$ cat config.mk
export PLATFORM = sky130hd
export DESIGN_NAME = dss_core
export DESIGN_NICKNAME = d
export VERILOG_FILES = /design/src/hw/rtl/dss_pkg.sv /design/src/hw/rtl/dss_core.sv
export SDC_FILE = /design/constraint.sdc
export NUM_CORES = 1
export LEC_CHECK = 0
export BUFFER_PORTS_ARGS = -buffer_cell sky130_fd_sc_hd__buf_2
export CORE_MARGIN = 4
export CORE_UTILIZATION = 58
export DETAILED_ROUTE_END_ITERATION = 8
export GPL_ROUTABILITY_DRIVEN = 1
export GPL_TIMING_DRIVEN = 0
export PLACE_DENSITY = 0.92
export SLEW_MARGIN = 20
export SYNTH_ARGS = -nofsm -noshare
export SYNTH_HDL_FRONTEND = slang
export SYNTH_SLANG_ARGS = --single-unit
$ cat constraint.sdc
create_clock -name clk -period 7.55 [get_ports clk]
set_input_delay 0.3775 -clock clk [delete_from_list [all_inputs] [get_ports clk]]
set_output_delay 0.3775 -clock clk [all_outputs]
set_load 0.02 [all_outputs]
$ cat src/hw/rtl/dss_pkg.sv
package dss_pkg;

  // Delimiter geometry
  localparam int MAX_DELIM  = 8;
  localparam int WIN_IDX_W  = (MAX_DELIM > 1) ? $clog2(MAX_DELIM) : 1;
  localparam int CNT_W      = $clog2(MAX_DELIM + 1);
  localparam int DELIM_W    = 8 * MAX_DELIM;
  localparam int LEN_W      = 4;

  // One input item can raise one result for its byte, a flush of the
  // remaining window and the closing field end.
  localparam int MAX_RES    = MAX_DELIM + 1;
  localparam int RES_CNT_W  = $clog2(MAX_RES + 1);

  // Result queue: a full burst plus one result still waiting downstream.
  localparam int QDEPTH     = MAX_RES + 1;
  localparam int QCNT_W     = $clog2(QDEPTH + 1);

  // Configuration register map
  localparam int CFG_IDX_W  = 1;
  localparam logic [CFG_IDX_W-1:0] CFG_DELIM_BYTES  = 1'b0;
  localparam logic [CFG_IDX_W-1:0] CFG_DELIM_LENGTH = 1'b1;
  localparam logic [DELIM_W-1:0]   DELIM_RESET      = DELIM_W'(44);
  localparam logic [LEN_W-1:0]     LEN_RESET        = LEN_W'(1);

  // One result item
  typedef struct packed {
    logic [7:0] out_byte;
    logic       field_end;
    logic       last;
  } res_t;

  // Burst of results raised by one accepted input item
  typedef struct packed {
    logic                      en;
    logic [RES_CNT_W-1:0]      cnt;
    res_t [MAX_RES-1:0]        items;
  } push_t;

endpackage

$ cat src/hw/rtl/dss_core.sv
module dss_core import dss_pkg::*; (
  input  logic                 clk,
  input  logic                 rst_n,
  input  logic                 cfg_we,
  input  logic [CFG_IDX_W-1:0] cfg_index,
  input  logic [DELIM_W-1:0]   cfg_wdata,
  input  logic                 acc,
  input  logic [7:0]           data,
  input  logic                 has_data,
  input  logic                 eos,
  output push_t                push
);

  logic [DELIM_W-1:0]   delim_r;
  logic [LEN_W-1:0]     len_r;
  logic [7:0]           win_r [MAX_DELIM];
  logic [CNT_W-1:0]     wcnt_r;

  logic [CNT_W-1:0]     len_eff;
  logic [CNT_W-1:0]     wc_in;
  logic [CNT_W-1:0]     cnt_a;
  logic [CNT_W-1:0]     cnt_b;
  logic [7:0]           win_a [MAX_DELIM];
  logic [7:0]           win_b [MAX_DELIM];
  logic                 full;
  logic                 match;
  logic                 active;
  res_t                 r0;
  logic [RES_CNT_W-1:0] n0;
  logic [RES_CNT_W-1:0] k;

  // Lengths above the window size act as the full window.
  assign len_eff = (len_r > LEN_W'(MAX_DELIM)) ? CNT_W'(MAX_DELIM) : CNT_W'(len_r);
  assign active  = (len_eff != '0);

  // Insert the byte, compare the full window, then drop or clear.
  always_comb begin
    wc_in = (wcnt_r >= len_eff) ? len_eff - CNT_W'(1) : wcnt_r;
    for (int i = 0; i < MAX_DELIM; i++) begin
      win_a[i] = (has_data && wc_in[WIN_IDX_W-1:0] == WIN_IDX_W'(i)) ? data : win_r[i];
    end
    cnt_a = has_data ? wc_in + CNT_W'(1) : wcnt_r;
    full  = has_data && (cnt_a == len_eff);

    match = 1'b1;
    for (int i = 0; i < MAX_DELIM; i++) begin
      if (CNT_W'(i) < len_eff && win_a[i] != delim_r[8*i +: 8]) begin
        match = 1'b0;
      end
    end

    r0.out_byte  = match ? 8'd0 : win_a[0];
    r0.field_end = match;
    r0.last      = 1'b0;

    for (int i = 0; i < MAX_DELIM - 1; i++) begin
      win_b[i] = (full && !match) ? win_a[i+1] : win_a[i];
    end
    win_b[MAX_DELIM-1] = win_a[MAX_DELIM-1];

    if (full) begin
      cnt_b = match ? '0 : len_eff - CNT_W'(1);
    end else begin
      cnt_b = cnt_a;
    end
  end

  // Lay out the burst: the byte's result, the flushed window, the field end.
  always_comb begin
    n0       = RES_CNT_W'(full);
    push.en  = acc && active;
    push.cnt = active ? n0 + (eos ? RES_CNT_W'(cnt_b) + RES_CNT_W'(1) : '0) : '0;
    for (int i = 0; i < MAX_RES; i++) begin
      k = RES_CNT_W'(i) - n0;
      if (i == 0 && full) begin
        push.items[i] = r0;
      end else if (k < RES_CNT_W'(cnt_b)) begin
        push.items[i].out_byte  = win_b[k[WIN_IDX_W-1:0]];
        push.items[i].field_end = 1'b0;
        push.items[i].last      = 1'b0;
      end else begin
        push.items[i].out_byte  = 8'd0;
        push.items[i].field_end = 1'b1;
        push.items[i].last      = 1'b1;
      end
    end
  end

  // Configuration registers and window count.
  always_ff @(posedge clk) begin
    if (!rst_n) begin
      delim_r <= DELIM_RESET;
      len_r   <= LEN_RESET;
      wcnt_r  <= '0;
    end else if (cfg_we) begin
      if (cfg_index == CFG_DELIM_BYTES) begin
        delim_r <= cfg_wdata;
      end else begin
        len_r <= cfg_wdata[LEN_W-1:0];
      end
      wcnt_r <= '0;
    end else if (acc) begin
      if (!active || eos) begin
        wcnt_r <= '0;
      end else begin
        wcnt_r <= cnt_b;
      end
    end
  end

  // Window bytes carry no reset; only entries below the count are read.
  always_ff @(posedge clk) begin
    if (acc && active) begin
      for (int i = 0; i < MAX_DELIM; i++) begin
        win_r[i] <= win_b[i];
      end
    end
  end

endmodule

After elaboration in Yosys (flattened, before gate mapping)
Memory sizes are Yosys's and may differ from the RTL's.
Cells that the tools add are included.
Widths: inputs -> output; s select.
{ "totals": {"reg_bits": 72, "memories": 1, "wordCells": 170, "output_inout_bits": 95, "mem_bits_rw": 64} }
{ "op_classes": {"order_cmp": 28, "n_reduce_logical": 27, "eq_ne": 16, "bitwise": 11, "mux": 71, "add_sub_neg": 13} }
{ "mem_list": {"columns": ["name", "words", "width", "rd", "rd_clocked_by_memory_dff", "write_ports", "line_no", "source"], "rows": [
  ["win_r", 8, 8, 8, 0, 8, "dss_core.sv:16", "logic [7:0] win_r [MAX_DELIM];"]
]} }
{ "op_table": {"columns": ["cell", "n"], "rows": [
  ["$mux 8", 34],
  ["$bmux 8 s3", 9],
  ["$mux 10", 10],
  ["$ne 8x8->1", 8],
  ["$ge 4x4->1 const B", 9],
  ["$lt 4x4->1", 9],
  ["$not 3->4", 9],
  ["$mux 4", 8],
  ["$logic_and 1x1->1", 19],
  ["$lt 3x4->1 const A", 4],
  ["$sub 3x1->4 const A", 4],
  ["$eq 3x3->1 const B", 4],
  ["$mux 1", 10],
  ["$add 4x1->4 const B", 2],
  ["$lt 1x4->1 const A", 2],
  ["$lt 2x4->1 const A", 2],
  ["$eq 3x2->1 const B", 2],
  ["$sub 2x1->3 const A", 2],
  ["$add 1x4->4", 1],
  ["$eq 4x4->1", 1],
  ["$ge 4x4->1", 1],
  ["$gt 4x4->1 const B", 1],
  ["$reduce_and 2->1", 2],
  ["$reduce_bool 4->1", 1],
  ["9 further kinds", 12]
]} }

Longest topological paths before layout
{ "logic_depth": {"ltp_word": 25, "ltp_mapped": 32} }

Least setup slack after synthesis
No wires, ideal clock.
{ "synth_path": {"path_kind": "reg-to-output", "from": "register len_r[3]", "to": "output push[2] (netlist name)", "path_stages_with_launch": 32, "path_slack_ns": 1.160, "n_path_buf": 5, "arrival_time_ns": 6.012, "t_required_ns": 7.173, "cell_sequence": "dfxtp_1 buf_4 nand2b_1 inv_1 ha_1 nor2b_1 o21a_1 buf_2 nor2_1 clkbuf_1 nor2_1 a21o_1 ha_1 nand2_1 buf_1 nand2_1 o21a_1 a2111oi_0 nor4b_1 a31o_2 nand3_1 nor4_4 nor2_1 inv_1 ha_1 inv_1 a21oi_1 o21ai_0 a21oi_1 or2_2 buf_2 nor2_1"} }
{ "synth_lines": {"columns": ["item", "line_no", "source"], "rows": [
  ["from (decl)", "dss_core.sv:15", "logic [LEN_W-1:0] len_r;"],
  ["from (signal assigned)", "dss_core.sv:99", "len_r <= cfg_wdata[LEN_W-1:0];"],
  ["to (decl)", "dss_core.sv:11", "output push_t push"]
]} }

==> results.cfg <==
[cells_and_area]
nFillCells = 1296
multi_input_area_um2 = 6167
area_growth_pct = 20.07
ff_latch_area_um2 = 3363
final_util_pct = 71.40
drive_gt1_share_pct = 20.82
num-nets-final = 1480
antenna_cells = 0
fin_area_um2 = 11920

[critical_path]
reg2reg_from = len_r[3]
end_kind = output port
endpoint = push[93]
worstPathMaxFanout = 10
critPathLaunchType = register
required_ns = 7.17
slowest_stage = a2111oi_2
slowest_delay_ns = 0.43
critPathKind = register to output port
crit_top_cell = ha_1
timing.critical_path.from = len_r[3]
timing.rr.end = win_r[1][19]
reg2regPathDepth = 26
rrSetupSlack_ns = 1.68
arrival_ns = 6.90

[clocking]
cts_buffer_depth = 2
numCtsBuffers = 17
htreeDepth = 4
clk_pin_slew_worst_paths_ns = 0.06
ctsHoldBuffers = 0
cts_tree = built
clock_sinks = 136
insertion_delay_ns = 0.44
cts_root_buf = clkbuf_16

[floorplan]
io_pins = 174
initial_core_util_pct = 59.46
die_area_um2 = 19280
die_width_um = 138.9
core-area_um2 = 16700
rows = 47
die-height_um = 138.9

[grt]
grt_pass1_vias = 9990
grt_max_degree = 56
grt_overflow = 0
grt_antenna_before_repair = 0
grt_first_pass_wirelength_mm = 56.36
gr-usage-all-layers_pct = 37.21

[logic_synthesis]
synth_ff_type = dfxtp_1
synth_cell_types = 72
syn_nets = 1287
yosys_register_bits = 136
synthArstFlopShare_pct = 0
synth.cell_area_um2 = 9931
synth_edf_count = 64
ys_seq_area_share_pct = 33.87
avgSynthCellArea_um2 = 8.331
ys.warnings.count = 0
synth_cells = 1192

[placed_design]
dpl_cell_area_um2 = 11070
post-dp-hpwl_mm = 27.31
port_buffers = 166
dp_slack_ns = -0.3392
gp_congestion = 1.058

[power]
p_per_area_nw_per_um2 = 286.5
vdd_drop_max_mv = 0.1944
total_power_w = 0.003416
p_leak_nw = 5.105

[drt]
drt_iter0_drc = 1582
wl_per_cell_um = 23.30
antenna_left = 0
dr_total_vias = 10680
vias_per_cell = 6.603
route.detailed.drc = 0
first_pass_iters = 8
wirelength_mm = 37.70

[timing]
hold_ws_ns = 0.1795
fin_crit_ns = 7.273
max_slew_margin_pct = 26.48
hold_viol = 0
max_freq_ghz = 0.1375
fin_skew_ns = 0.01080
fin_crit_sh_pct = 96.33
slew_viol_final = 0
setup-violations-final = 0
layout_setup_ws_ns = 0.2768
tightest_slew_ns = 1.103

[worst_hold_path]
hold_path.class = input port to register

[run]
max-cap-violations = 0

[outcome]
status = completed
[cell usage after synthesis (4+ instances only)]
library cell | count | area (um^2)
o2111ai_1 | 9 | 78.83
o211ai_1 | 10 | 75.07
mux2i_1 | 75 | 750.7
o22ai_1 | 12 | 75.07
buf_4 | 14 | 105.1
a21o_1 | 11 | 82.58
buf_2 | 16 | 80.08
a41oi_1 | 4 | 35.03
xor2_1 | 43 | 376.6
o21ai_0 | 28 | 140.1
o31ai_1 | 5 | 37.54
and2_1 | 18 | 112.6
mux2_2 | 5 | 56.30
xnor2_1 | 40 | 350.3
buf_1 | 7 | 26.28
dfxtp_1 | 72 | 1441
nor4_1 | 12 | 75.07
nor3_1 | 20 | 100.1
a21boi_0 | 69 | 518.0
nand2_1 | 178 | 668.1
ha_1 | 16 | 200.2
nor2_1 | 92 | 345.3
inv_1 | 33 | 123.9
clkbuf_1 | 50 | 187.7
nor2b_1 | 37 | 231.5
nand4_1 | 8 | 50.05
a21oi_1 | 62 | 310.3
nand2b_1 | 20 | 125.1
a2111oi_0 | 4 | 35.03
a21bo_2 | 4 | 40.04
nand3_1 | 28 | 140.1
edfxtp_1 | 64 | 1922
and3_1 | 5 | 31.28
a211oi_1 | 57 | 427.9
o21a_1 | 6 | 45.04
[sequential cells by signal, summed over array words and instances, names as in the netlist]
| register | count |
|---|---|
| delim_r | 64 |
| win_r | 64 |
| wcnt_r | 4 |
| len_r | 4 |
[power breakdown]
group / internal [W] / switching [W]
registers: 0.000896 / 0.0000805
logic: 0.000526 / 0.00102
clock network: 0.000528 / 0.000370
total: 0.00195 / 0.00147
[logic make-up (layout without fill, tap and decap cells)]
| group | after synthesis | in the layout | synth area share (%) |
|---|---|---|---|
| compound gates | 311 | 311 | 21.88 |
| mux | 80 | 80 | 8.126 |
| simple gates | 439 | 439 | 20.98 |
| buf+inv | 126 | 332 | 5.644 |
| flops | 136 | 136 | 33.87 |
| xor+xnor | 84 | 84 | 7.484 |
| fa+ha+maj | 16 | 16 | 2.016 |
[through the flow]
step                setup TNS [ns]  std cells
floorplan                        0       1192
global placement            -5.393       1578
detailed placement          -6.333       1579
CTS                              0       1613
global route              -0.04867       1618
finish                           0       1618
[layout by cell type, fill, tap and decap left out, types with 11 or more instances in the layout]
cell       synthesis  routed
a21boi_0          69      69
a211oi_1          57      57
nand2b_1          20      19
mux2i_1           75      70
buf_2             16     180
ha_1              16      15
a21o_1            11      11
and2_1            18      17
edfxtp_1          64      64
inv_1             33      31
a21oi_1           62      61
nand2_1          178     176
xor2_1            43      43
nor2b_1           37      37
nor3_1            20      20
clkbuf_16          0      17
o21ai_0           28      27
o22ai_1           12      12
buf_4             14      22
xnor2_1           40      40
dfxtp_1           72      72
clkbuf_1          50      48
nor2_1            92      89
nand3_1           28      27
[worst min path at each step]
stage	startpoint	endpoint	depth (start not counted)
6_report	cfg_wdata[2]	delim_r[2]	3
5_1_grt	cfg_wdata[3]	delim_r[3]	3
4_1_cts	cfg_wdata[2]	delim_r[2]	3
3_5_place_dp	delim_r[43]	delim_r[43]	2
3_3_place_gp	delim_r[43]	delim_r[43]	2
2_1_floorplan	delim_r[43]	delim_r[43]	2
[per-layer routing]
layer | part of all wire, % | up-vias | global-route usage (%) | wire [um]
met4 | 6.7 | 0 | 20.39 | 2516
met2 | 44 | 928 | 58.17 | 16420
met1 | 36 | 4904 | 48.33 | 13520
li1 | - | 4642 | - | -
met3 | 14 | 209 | 7.724 | 5244
met5 | 0 | - | 0 | 0
[worst max-delay path, delay by kind of cell, from the launching register on]
kind            cells  cell delay (ns)
simple gates       11             1.92
compound gates      8             1.77
mux                 1             0.09
buf+inv             8             1.53
fa+ha+maj           3             0.85
flops               1             0.31
[timing repair]
action,4_1_cts,5_1_grt
hold endpoints to repair,0,0
buffers inserted,3,6
pin swaps,2,2
endpoints found under the setup margin,90,46
gates resized for setup,17,25
[cell type report]
class                      count  area share (%)
tap                          220           2.309
buffer                        87           3.673
multi-input combinational    930           51.72
timing repair buffer         176           7.765
clock buffer                  18           3.599
inverter                      37           1.196
clock inverter                14           1.532
sequential                   136           28.21
(Power assumes the default switching activity.)
